$ cat config.mk
export PLATFORM = sky130hd
export DESIGN_NAME = cue_track_bounds_tracker_top_flat
export DESIGN_NICKNAME = d
export VERILOG_FILES = /design/src/sv/cue_trk_pkg.sv /design/src/sv/cue_trk_evt_if.sv /design/src/sv/cue_trk_res_if.sv /design/src/sv/cue_trk_cfg_if.sv /design/src/sv/cue_trk_state.sv /design/src/sv/cue_trk_dur.sv /design/src/sv/cue_track_bounds_tracker_top.sv /design/src/flat_wrapper.sv
export SDC_FILE = /design/constraint.sdc
export NUM_CORES = 1
export LEC_CHECK = 0
export BUFFER_PORTS_ARGS = -buffer_cell sky130_fd_sc_hd__buf_2
export CORE_MARGIN = 8
export CORE_UTILIZATION = 57
export CTS_CLUSTER_DIAMETER = 150
export DETAILED_ROUTE_END_ITERATION = 8
export PLACE_DENSITY = 0.78
export RECOVER_POWER = 25
export SYNTH_ARGS = -nofsm -noshare
export SYNTH_HDL_FRONTEND = slang
export SYNTH_SLANG_ARGS = --single-unit
$ cat constraint.sdc
create_clock -name clk_i -period 6.25 [get_ports clk_i]
set_input_delay 1.25 -clock clk_i [delete_from_list [all_inputs] [get_ports clk_i]]
set_output_delay 1.25 -clock clk_i [all_outputs]
set_load 0.02 [all_outputs]
$ cat src/sv/cue_trk_pkg.sv
`timescale 1ns / 1ps
// ----------------------------------------------------------------------------
// cue_trk_pkg
// Shared types and constants of the cue-sheet track bounds tracker.
// ----------------------------------------------------------------------------
package cue_trk_pkg;

  localparam int unsigned FRAME_BITS = 20;
  localparam int unsigned KIND_BITS  = 3;
  localparam int unsigned GAP_BITS   = 2;
  localparam int unsigned DUR_BITS   = 24;

  // frames * 1000 / 75 == frames * 40 / 3; the *40 is two shifted adds
  localparam int unsigned X_BITS      = FRAME_BITS + 6;
  localparam int unsigned RECIP_BITS  = 32;
  localparam int unsigned PROD_BITS   = X_BITS + RECIP_BITS;
  localparam int unsigned RECIP_SHIFT = 33;
  localparam int unsigned Q_BITS      = PROD_BITS - RECIP_SHIFT;
  // ceil(2^33 / 3), exact quotient by 3 for any dividend below 2^32
  localparam logic [RECIP_BITS-1:0] RECIP_3 = 32'hAAAA_AAAB;
  localparam logic [DUR_BITS-1:0]   DUR_MAX = {DUR_BITS{1'b1}};

  typedef enum logic [KIND_BITS-1:0] {
    EV_FILE    = 3'd0,
    EV_TRACK   = 3'd1,
    EV_INDEX00 = 3'd2,
    EV_INDEX   = 3'd3,
    EV_END     = 3'd4
  } evt_kind_e;

  typedef enum logic [GAP_BITS-1:0] {
    GAP_PREV       = 2'd0,
    GAP_PREV_FIRST = 2'd1,
    GAP_CURRENT    = 2'd2,
    GAP_SKIP       = 2'd3
  } gap_mode_e;

  // track bounds captured when an event closes a track
  typedef struct packed {
    logic [FRAME_BITS-1:0] start_frame;
    logic                  start_known;
    logic [FRAME_BITS-1:0] end_frame;
    logic                  is_final;
  } snap_t;

endpackage

$ cat src/sv/cue_trk_evt_if.sv
`timescale 1ns / 1ps
// ----------------------------------------------------------------------------
// cue_trk_evt_if
// Event channel: cue-sheet event kind and frame position.
// ----------------------------------------------------------------------------
interface cue_trk_evt_if;
  import cue_trk_pkg::*;

  logic                  valid;
  logic                  ready;
  logic [KIND_BITS-1:0]  event_kind;
  logic [FRAME_BITS-1:0] frame_position;

  modport source (output valid, output event_kind, output frame_position, input ready);
  modport sink   (input valid, input event_kind, input frame_position, output ready);
endinterface

$ cat src/sv/cue_trk_res_if.sv
`timescale 1ns / 1ps
// ----------------------------------------------------------------------------
// cue_trk_res_if
// Result channel: bounds and duration of one track.
// ----------------------------------------------------------------------------
interface cue_trk_res_if;
  import cue_trk_pkg::*;

  logic                  valid;
  logic                  ready;
  logic [FRAME_BITS-1:0] start_frame;
  logic                  start_known;
  logic [FRAME_BITS-1:0] end_frame;
  logic [DUR_BITS-1:0]   duration_ms;
  logic                  is_final;
  logic                  bad_order;

  modport source (output valid, output start_frame, output start_known, output end_frame,
                  output duration_ms, output is_final, output bad_order, input ready);
  modport sink   (input valid, input start_frame, input start_known, input end_frame,
                  input duration_ms, input is_final, input bad_order, output ready);
endinterface

$ cat src/sv/cue_trk_cfg_if.sv
`timescale 1ns / 1ps
// ----------------------------------------------------------------------------
// cue_trk_cfg_if
// Configuration write channel for the gap mode register.
// ----------------------------------------------------------------------------
interface cue_trk_cfg_if;
  import cue_trk_pkg::*;

  logic                valid;
  logic                ready;
  logic [GAP_BITS-1:0] gap_mode;

  modport source (output valid, output gap_mode, input ready);
  modport sink   (input valid, input gap_mode, output ready);
endinterface

$ cat src/sv/cue_trk_state.sv
`timescale 1ns / 1ps
// ----------------------------------------------------------------------------
// cue_trk_state
// Track bookkeeping: updates the start marks on each event and captures the
// bounds of a closed track into the snapshot register.
// ----------------------------------------------------------------------------
module cue_trk_state (
  input  logic                clk_i,
  input  logic                rst_ni,
  cue_trk_evt_if.sink         evt_i,
  cue_trk_cfg_if.sink         cfg_i,
  output logic                snap_vld_o,
  output cue_trk_pkg::snap_t  snap_o,
  input  logic                snap_rdy_i
);
  import cue_trk_pkg::*;

  gap_mode_e             gap_mode_q;
  logic [FRAME_BITS-1:0] pend_q, pend_d;
  logic                  pend_set_q, pend_set_d;
  logic [FRAME_BITS-1:0] ts_q, ts_d;
  logic                  ts_set_q, ts_set_d;
  logic [FRAME_BITS-1:0] te_q, te_d;
  logic                  te_set_q, te_set_d;
  logic                  await_q, await_d;
  logic                  seen_q, seen_d;
  logic                  snap_vld_q, snap_vld_d;
  snap_t                 snap_q, snap_d;
  logic                  evt_acc;
  logic                  emit;
  logic                  fin;
  evt_kind_e             kind;
  logic [FRAME_BITS-1:0] pos;

  assign evt_i.ready = !snap_vld_q || snap_rdy_i;
  assign evt_acc     = evt_i.valid && evt_i.ready;
  assign cfg_i.ready = 1'b1;
  assign kind        = evt_kind_e'(evt_i.event_kind);
  assign pos         = evt_i.frame_position;

  always_comb begin
    pend_d     = pend_q;
    pend_set_d = pend_set_q;
    ts_d       = ts_q;
    ts_set_d   = ts_set_q;
    te_d       = te_q;
    te_set_d   = te_set_q;
    await_d    = await_q;
    seen_d     = seen_q;
    emit       = 1'b0;
    fin        = 1'b0;
    if (evt_acc) begin
      unique case (kind)
        EV_FILE: begin
          pend_d     = '0;
          pend_set_d = 1'b0;
          await_d    = 1'b1;
        end
        EV_TRACK: begin
          ts_d     = '0;
          ts_set_d = 1'b0;
          te_d     = '0;
          te_set_d = 1'b0;
          seen_d   = 1'b0;
        end
        EV_INDEX00: begin
          if (await_q) begin
            if (gap_mode_q == GAP_PREV_FIRST || gap_mode_q == GAP_CURRENT) begin
              pend_d     = pos;
              pend_set_d = 1'b1;
            end
          end else if (gap_mode_q == GAP_SKIP) begin
            te_d     = pos;
            te_set_d = 1'b1;
          end else if (gap_mode_q == GAP_CURRENT) begin
            te_d       = pos;
            te_set_d   = 1'b1;
            ts_d       = pend_q;
            ts_set_d   = pend_set_q;
            pend_d     = pos;
            pend_set_d = 1'b1;
          end
        end
        EV_INDEX: begin
          if (await_q) begin
            await_d = 1'b0;
            if (!pend_set_q) begin
              pend_d     = pos;
              pend_set_d = 1'b1;
            end
          end else if (!seen_q) begin
            if (!ts_set_q) begin
              ts_d       = pend_q;
              ts_set_d   = pend_set_q;
              pend_d     = pos;
              pend_set_d = 1'b1;
            end
            if (!te_set_q) begin
              te_d     = pos;
              te_set_d = 1'b1;
            end
            seen_d = 1'b1;
            emit   = 1'b1;
          end
        end
        EV_END: begin
          ts_d     = pend_q;
          ts_set_d = pend_set_q;
          te_d     = '0;
          te_set_d = 1'b1;
          emit     = 1'b1;
          fin      = 1'b1;
        end
        default: ;
      endcase
    end
  end

  always_comb begin
    snap_vld_d = snap_vld_q;
    snap_d     = snap_q;
    if (evt_i.ready) begin
      snap_vld_d         = emit;
      snap_d.start_frame = ts_set_d ? ts_d : '0;
      snap_d.start_known = ts_set_d;
      snap_d.end_frame   = te_d;
      snap_d.is_final    = fin;
    end
  end

  always_ff @(posedge clk_i or negedge rst_ni) begin
    if (!rst_ni) begin
      gap_mode_q <= GAP_PREV;
      pend_q     <= '0;
      pend_set_q <= 1'b1;
      ts_q       <= '0;
      ts_set_q   <= 1'b1;
      te_q       <= '0;
      te_set_q   <= 1'b1;
      await_q    <= 1'b0;
      seen_q     <= 1'b0;
      snap_vld_q <= 1'b0;
    end else begin
      if (cfg_i.valid) begin
        gap_mode_q <= gap_mode_e'(cfg_i.gap_mode);
      end
      pend_q     <= pend_d;
      pend_set_q <= pend_set_d;
      ts_q       <= ts_d;
      ts_set_q   <= ts_set_d;
      te_q       <= te_d;
      te_set_q   <= te_set_d;
      await_q    <= await_d;
      seen_q     <= seen_d;
      snap_vld_q <= snap_vld_d;
    end
  end

  always_ff @(posedge clk_i) begin
    snap_q <= snap_d;
  end

  assign snap_vld_o = snap_vld_q;
  assign snap_o     = snap_q;

  // a new snapshot only follows an event transfer
  a_snap_from_evt: assert property (@(posedge clk_i) disable iff (!rst_ni)
    $rose(snap_vld_q) |-> $past(evt_i.valid && evt_i.ready))
    else $error("snapshot appeared without an event transfer");

  // unknown start always reads as zero
  a_unknown_start_zero: assert property (@(posedge clk_i) disable iff (!rst_ni)
    (snap_vld_q && !snap_q.start_known) |-> (snap_q.start_frame == '0))
    else $error("unknown start with nonzero frame");

  // the end-of-sheet result is open-ended
  a_final_open: assert property (@(posedge clk_i) disable iff (!rst_ni)
    (snap_vld_q && snap_q.is_final) |-> (snap_q.end_frame == '0))
    else $error("final track carries an end frame");

endmodule

$ cat src/sv/cue_trk_dur.sv
`timescale 1ns / 1ps
// ----------------------------------------------------------------------------
// cue_trk_dur
// Ordering check and duration in milliseconds, frames * 40 / 3, with the
// divide by three done as a reciprocal multiply; drives the result register.
// ----------------------------------------------------------------------------
module cue_trk_dur (
  input  logic                clk_i,
  input  logic                rst_ni,
  input  logic                snap_vld_i,
  input  cue_trk_pkg::snap_t  snap_i,
  output logic                snap_rdy_o,
  cue_trk_res_if.source       res_o
);
  import cue_trk_pkg::*;

  // scaled-difference stage
  logic                  x_vld_q;
  snap_t                 x_snap_q;
  logic                  x_bad_q;
  logic [X_BITS-1:0]     x_q;
  logic                  x_rdy;
  logic                  bad;
  logic [FRAME_BITS-1:0] diff;
  logic [X_BITS-1:0]     x_d;

  // result register
  logic                  res_vld_q;
  snap_t                 res_snap_q;
  logic                  res_bad_q;
  logic [DUR_BITS-1:0]   res_dur_q;
  logic                  res_rdy;
  logic [PROD_BITS-1:0]  prod;
  logic [Q_BITS-1:0]     quot;
  logic [DUR_BITS-1:0]   dur;

  assign res_rdy    = !res_vld_q || res_o.ready;
  assign x_rdy      = !x_vld_q || res_rdy;
  assign snap_rdy_o = x_rdy;

  always_comb begin
    bad  = (snap_i.end_frame != '0) &&
           (!snap_i.start_known || (snap_i.start_frame >= snap_i.end_frame));
    diff = snap_i.end_frame - snap_i.start_frame;
    if (bad || snap_i.end_frame == '0) begin
      x_d = '0;
    end else begin
      x_d = {1'b0, diff, 5'b0} + {3'b0, diff, 3'b0};
    end
  end

  always_comb begin
    prod = PROD_BITS'(x_q) * PROD_BITS'(RECIP_3);
    quot = prod[PROD_BITS-1:RECIP_SHIFT];
    if (quot > Q_BITS'(DUR_MAX)) begin
      dur = DUR_MAX;
    end else begin
      dur = quot[DUR_BITS-1:0];
    end
  end

  always_ff @(posedge clk_i or negedge rst_ni) begin
    if (!rst_ni) begin
      x_vld_q   <= 1'b0;
      res_vld_q <= 1'b0;
    end else begin
      if (x_rdy) begin
        x_vld_q <= snap_vld_i;
      end
      if (res_rdy) begin
        res_vld_q <= x_vld_q;
      end
    end
  end

  always_ff @(posedge clk_i) begin
    if (x_rdy) begin
      x_snap_q <= snap_i;
      x_bad_q  <= bad;
      x_q      <= x_d;
    end
    if (res_rdy) begin
      res_snap_q <= x_snap_q;
      res_bad_q  <= x_bad_q;
      res_dur_q  <= dur;
    end
  end

  assign res_o.valid       = res_vld_q;
  assign res_o.start_frame = res_snap_q.start_frame;
  assign res_o.start_known = res_snap_q.start_known;
  assign res_o.end_frame   = res_snap_q.end_frame;
  assign res_o.duration_ms = res_dur_q;
  assign res_o.is_final    = res_snap_q.is_final;
  assign res_o.bad_order   = res_bad_q;

  // bad ordering never reports a duration
  a_bad_no_dur: assert property (@(posedge clk_i) disable iff (!rst_ni)
    (res_vld_q && res_bad_q) |-> (res_dur_q == '0))
    else $error("bad order with nonzero duration");

  // a nonzero duration needs a start strictly before the end
  a_dur_order: assert property (@(posedge clk_i) disable iff (!rst_ni)
    (res_vld_q && res_dur_q != '0) |->
      (res_snap_q.start_known && res_snap_q.start_frame < res_snap_q.end_frame))
    else $error("duration reported for misordered bounds");

endmodule

$ cat src/sv/cue_track_bounds_tracker_top.sv
`timescale 1ns / 1ps
// ----------------------------------------------------------------------------
// cue_track_bounds_tracker_top
// Cue-sheet track bounds tracker: turns file, track, index and end events into
// per-track start/end frames, duration in milliseconds and an ordering flag.
//
//   channel  dir   handshake      payload
//   evt_i    in    valid/ready    event_kind, frame_position
//   cfg_i    in    valid/ready    gap_mode (ready always high)
//   res_o    out   valid/ready    start_frame, start_known, end_frame,
//                                 duration_ms, is_final, bad_order
//
// One event per cycle while evt_i.ready is high; a result passes through the
// snapshot, scaled-difference and multiply stage registers, in that order.
// Reset leaves the start, start-known and end flags set, the gap mode at zero.
// A stalled output fills the stages behind it; evt_i.ready drops only when all
// three hold a result.
// ----------------------------------------------------------------------------
module cue_track_bounds_tracker_top (
  input  logic          clk_i,
  input  logic          rst_ni,
  cue_trk_evt_if.sink   evt_i,
  cue_trk_cfg_if.sink   cfg_i,
  cue_trk_res_if.source res_o
);
  import cue_trk_pkg::*;

  logic  snap_vld;
  logic  snap_rdy;
  snap_t snap;

  cue_trk_state u_state (
    .clk_i      (clk_i),
    .rst_ni     (rst_ni),
    .evt_i      (evt_i),
    .cfg_i      (cfg_i),
    .snap_vld_o (snap_vld),
    .snap_o     (snap),
    .snap_rdy_i (snap_rdy)
  );

  cue_trk_dur u_dur (
    .clk_i      (clk_i),
    .rst_ni     (rst_ni),
    .snap_vld_i (snap_vld),
    .snap_i     (snap),
    .snap_rdy_o (snap_rdy),
    .res_o      (res_o)
  );

endmodule
$ cat src/flat_wrapper.sv
// flat-port wrapper written by rule: the top's interface ports become plain ports
module cue_track_bounds_tracker_top_flat import cue_trk_pkg::*;
  (clk_i, rst_ni, evt_i_valid, evt_i_event_kind, evt_i_frame_position, evt_i_ready, cfg_i_valid, cfg_i_gap_mode, cfg_i_ready, res_o_valid, res_o_start_frame, res_o_start_known, res_o_end_frame, res_o_duration_ms, res_o_is_final, res_o_bad_order, res_o_ready);
  cue_trk_evt_if evt_i_i ();
  cue_trk_cfg_if cfg_i_i ();
  cue_trk_res_if res_o_i ();
  input  logic clk_i;
  input  logic rst_ni;
  input wire logic [$bits(evt_i_i.valid)-1:0] evt_i_valid;
  input wire logic [$bits(evt_i_i.event_kind)-1:0] evt_i_event_kind;
  input wire logic [$bits(evt_i_i.frame_position)-1:0] evt_i_frame_position;
  output wire logic [$bits(evt_i_i.ready)-1:0] evt_i_ready;
  input wire logic [$bits(cfg_i_i.valid)-1:0] cfg_i_valid;
  input wire logic [$bits(cfg_i_i.gap_mode)-1:0] cfg_i_gap_mode;
  output wire logic [$bits(cfg_i_i.ready)-1:0] cfg_i_ready;
  output wire logic [$bits(res_o_i.valid)-1:0] res_o_valid;
  output wire logic [$bits(res_o_i.start_frame)-1:0] res_o_start_frame;
  output wire logic [$bits(res_o_i.start_known)-1:0] res_o_start_known;
  output wire logic [$bits(res_o_i.end_frame)-1:0] res_o_end_frame;
  output wire logic [$bits(res_o_i.duration_ms)-1:0] res_o_duration_ms;
  output wire logic [$bits(res_o_i.is_final)-1:0] res_o_is_final;
  output wire logic [$bits(res_o_i.bad_order)-1:0] res_o_bad_order;
  input wire logic [$bits(res_o_i.ready)-1:0] res_o_ready;
  assign evt_i_i.valid = evt_i_valid;
  assign evt_i_i.event_kind = evt_i_event_kind;
  assign evt_i_i.frame_position = evt_i_frame_position;
  assign evt_i_ready = evt_i_i.ready;
  assign cfg_i_i.valid = cfg_i_valid;
  assign cfg_i_i.gap_mode = cfg_i_gap_mode;
  assign cfg_i_ready = cfg_i_i.ready;
  assign res_o_valid = res_o_i.valid;
  assign res_o_start_frame = res_o_i.start_frame;
  assign res_o_start_known = res_o_i.start_known;
  assign res_o_end_frame = res_o_i.end_frame;
  assign res_o_duration_ms = res_o_i.duration_ms;
  assign res_o_is_final = res_o_i.is_final;
  assign res_o_bad_order = res_o_i.bad_order;
  assign res_o_i.ready = res_o_ready;
  cue_track_bounds_tracker_top u_core (.clk_i(clk_i), .rst_ni(rst_ni), .evt_i(evt_i_i), .cfg_i(cfg_i_i), .res_o(res_o_i));
endmodule
==> reports/qor.yml <==
synth_commonest_cells: "inv_1, ha_1, edfxtp_1"
ir_drop_v: 0.0002429
rsz0062_at_grt: "true"
maxSlewHeadroom_pct: -150.4
hold_path_class: "register to register"
grt_max_degree: 71
grt_pass1_wl_um: 68410
ctsHoldBuffers: 0
leakagePower_nw: 11.82
grt_pass1_vias: 14073
cap_violations: 1
setup_violations: 24
synth.ff_latch_count: 245
crit_path_start_kind: "register"
synth-async-reset-ratio_pct: 28.57
numPortBuffers: 98
antenna_found_initial: 0
ioPinCount: 100
diodes: 0
fin_skew_ns: 0.02741
drc_errors: 0
setup_tns_ns: -10.22
finalCriticalPeriod_ns: 6.704
drt_wl_total_um: 42170
max_freq_mhz: 149.2
yosysMostFrequentCell: "inv_1"
crit_arrival_ns: 7.09
die_h_um: 197.8
final_nets: 2418
area_growth_pct: 18.20
grt_overflow: 0
synth_cell_types: 69
path_class: "register to register"
worst_slew_pin_slew_ns: 3.756
status: "finished, violations left"
cts_tree: "done"
synth_edf_count: 175
power.density_nw_per_um2: 182.9
syn_inst: 1710
seq_area_frac_synth_pct: 37.21
worstSetupEndpointType: "register"
avgSynthCellArea_um2: 11.02
vias: 13289
place_congestion: 0.9138
core_area_um2: 32540
cts_sinks: 245
antenna_left: 0
ctsHtreeMaxLevel: 1
yosys.area.top_type: "edfxtp_1"
multi_input_area_um2: 10660
drtPass1Iterations: 5
crit_required_ns: 6.64
rows: 66
cts_max_path_buffers: 3
grt_util_all_layers_pct: 21.55
violations: "max-capacitance violations, max-slew violations, negative setup slack"
synth_top_area_share_pct: 27.89
cts_made_buffers: 26
drt_iter0_drc: 688
cts_root_buffer: "clkbuf_16"
power.total_mw: 4.072
wire_per_inst_um: 17.23
synth.net_count: 2143
layout-drive-gt1-share_pct: 19.45
finalInstanceArea_um2: 22270
worstPathMaxFanout: 12
dp_hpwl_um: 33460
synthFlopType: "edfxtp_1"
yosys_warnings: 0
fin_crit_sh_pct: 107.3
hold_viol: 0
via_per_inst: 5.431
maxSlewViolCount: 71
n_fill_cell: 2404
syn_area_um2: 18840
register_area_um2: 7010
clk_latency_ns: 0.54
placed_area_um2: 21180
cts.clk_slew.worst_paths_ns: 0.06
setup_ws_ns: -0.4544
die_area_um2: 39120
die_x_um: 197.8
synth_area_leaders: "edfxtp_1, fa_1, ha_1, dfrtp_1, inv_1"
initial_core_util_pct: 57.90
[layout make-up]
type                    count  share of cell area [%]
repair buffers            278                   8.400
flip-flops and latches    245                   31.48
multi-input cells        1092                   47.85
well taps                 442                   2.484
clock buffers              34                   3.242
inverters                 342                   5.788
clock inverters            14                  0.7529
[power by group]
part           switching [mW]  internal, mW  leakage [nW]  total [mW]
sequential             0.0405          1.82          3.07        1.86
clock                   0.633         0.946         0.440        1.58
combinational           0.378         0.253          8.31       0.631
total                    1.05          3.02          11.8        4.07
[cells by family (layout without fill, tap and decap cells)]
| logic type | Yosys count | after routing | synth area share [%] |
|---|---|---|---|
| other | 1 | 1 | 0.01991 |
| and+or+nand+nor | 322 | 322 | 8.481 |
| buffers and inverters | 373 | 668 | 7.531 |
| muxes | 3 | 3 | 0.1660 |
| adders and majority gates | 403 | 403 | 33.06 |
| xor gates and xnor gates | 48 | 48 | 2.232 |
| DFF | 245 | 245 | 37.21 |
| AOI/OAI and AO/OA | 315 | 315 | 11.30 |
[routing by layer]
layer	part of all wire [%]	GRT usage [%]	wire, um
met1	40	25.42	17070
met2	51	39.62	21590
met3	4.5	2.581	1918
met4	3.8	8.269	1593
met5	0	0	0
[critical path, stage by stage, from the launching register on]
cell and delay [ns]:
edfxtp_1 0.44, ha_4 0.31, inv_4 0.03, fa_2 0.59, fa_2 0.50, fa_1 0.57
inv_2 0.04, fa_1 0.51, fa_1 0.57, inv_2 0.04, fa_1 0.54, inv_2 0.05
ha_4 0.27, nand4_1 0.11, nor3_2 0.17, nand2_1 0.07, o32a_1 0.32, a21o_4 0.24
a2111oi_4 0.40, nor2_1 0.12, a211o_4 0.41, buf_12 0.17, o21ai_1 0.08
[metrics by stage]
step / hold WS [ns] / std cells / util (%) / setup WS [ns]
after floorplan: 0.4003 / 1710 / - / -0.1131
final: 0.4119 / 2447 / 68.44 / -0.4544
after global routing: 0.4262 / 2447 / 68.44 / -0.6486
after global placement: 0.4005 / 2389 / 65.08 / -0.3627
after detailed placement: 0.4045 / 2389 / 65.08 / -0.4621
after CTS: 0.4165 / 2439 / 67.91 / -0.4393
[flip-flops by register name, summed over array words and instances (netlist names), 2 cells and up]
name	flops
u_core.u_dur.res_o.duration_ms	24
u_core.u_dur.res_o.end_frame	20
u_core.u_dur.res_o.start_frame	20
u_core.u_dur.x_q	23
u_core.u_dur.x_snap_q	42
u_core.u_state.gap_mode_q	2
u_core.u_state.pend_q	20
u_core.u_state.snap_o	42
u_core.u_state.te_q	20
u_core.u_state.ts_q	20
[timing repair]
action | in CTS | in global routing
pin swaps | 1 | 4
cloned | 0 | 2
gates resized for setup | 9 | 21
endpoints found under the setup margin | 24 | 24
setup buffers | 2 | 6
[cells in the final DEF (no fill, tap or decap), drive strengths merged, types with 5 or more instances in the layout]
master and n:
a211oi 13, inv 345, ha 245, xor2 19
nor4 7, a21oi 74, clkbuf 37, nand4 15
nand2 81, o21ai 80, xnor2 29, nor2b 33
dfrtp 67, nand3 36, clkinv 7, o21a 6
nor2 74, a31oi 5, a21boi 8, nor3 25
and3 7, buf 275, o31ai 8, a21o 33
and2 11, nand2b 9, a22o 41, o21bai 10
fa 158, edfxtp 175, or3 6, o211ai 6
[path summary, 6_finish.rpt]
check,startpoint,end,slack (ns),cells past startpoint
max in group asynchronous,rst_ni,u_core.u_dur.res_o.valid,2.02,2
hold reg to reg,u_core.u_dur.x_snap_q[13],u_core.u_dur.res_o.end_frame[12],0.41,0
hold / removal,u_core.u_dur.x_snap_q[13],u_core.u_dur.res_o.end_frame[12],0.41,0
min in group asynchronous,rst_ni,u_core.u_state.te_q[5],2.10,2
setup reg to reg,u_core.u_dur.x_q[11],u_core.u_dur.res_o.duration_ms[17],-0.45,22
setup / recovery,u_core.u_dur.x_q[11],u_core.u_dur.res_o.duration_ms[17],-0.45,22
No activity file was read; power rests on OpenSTA's default activity.
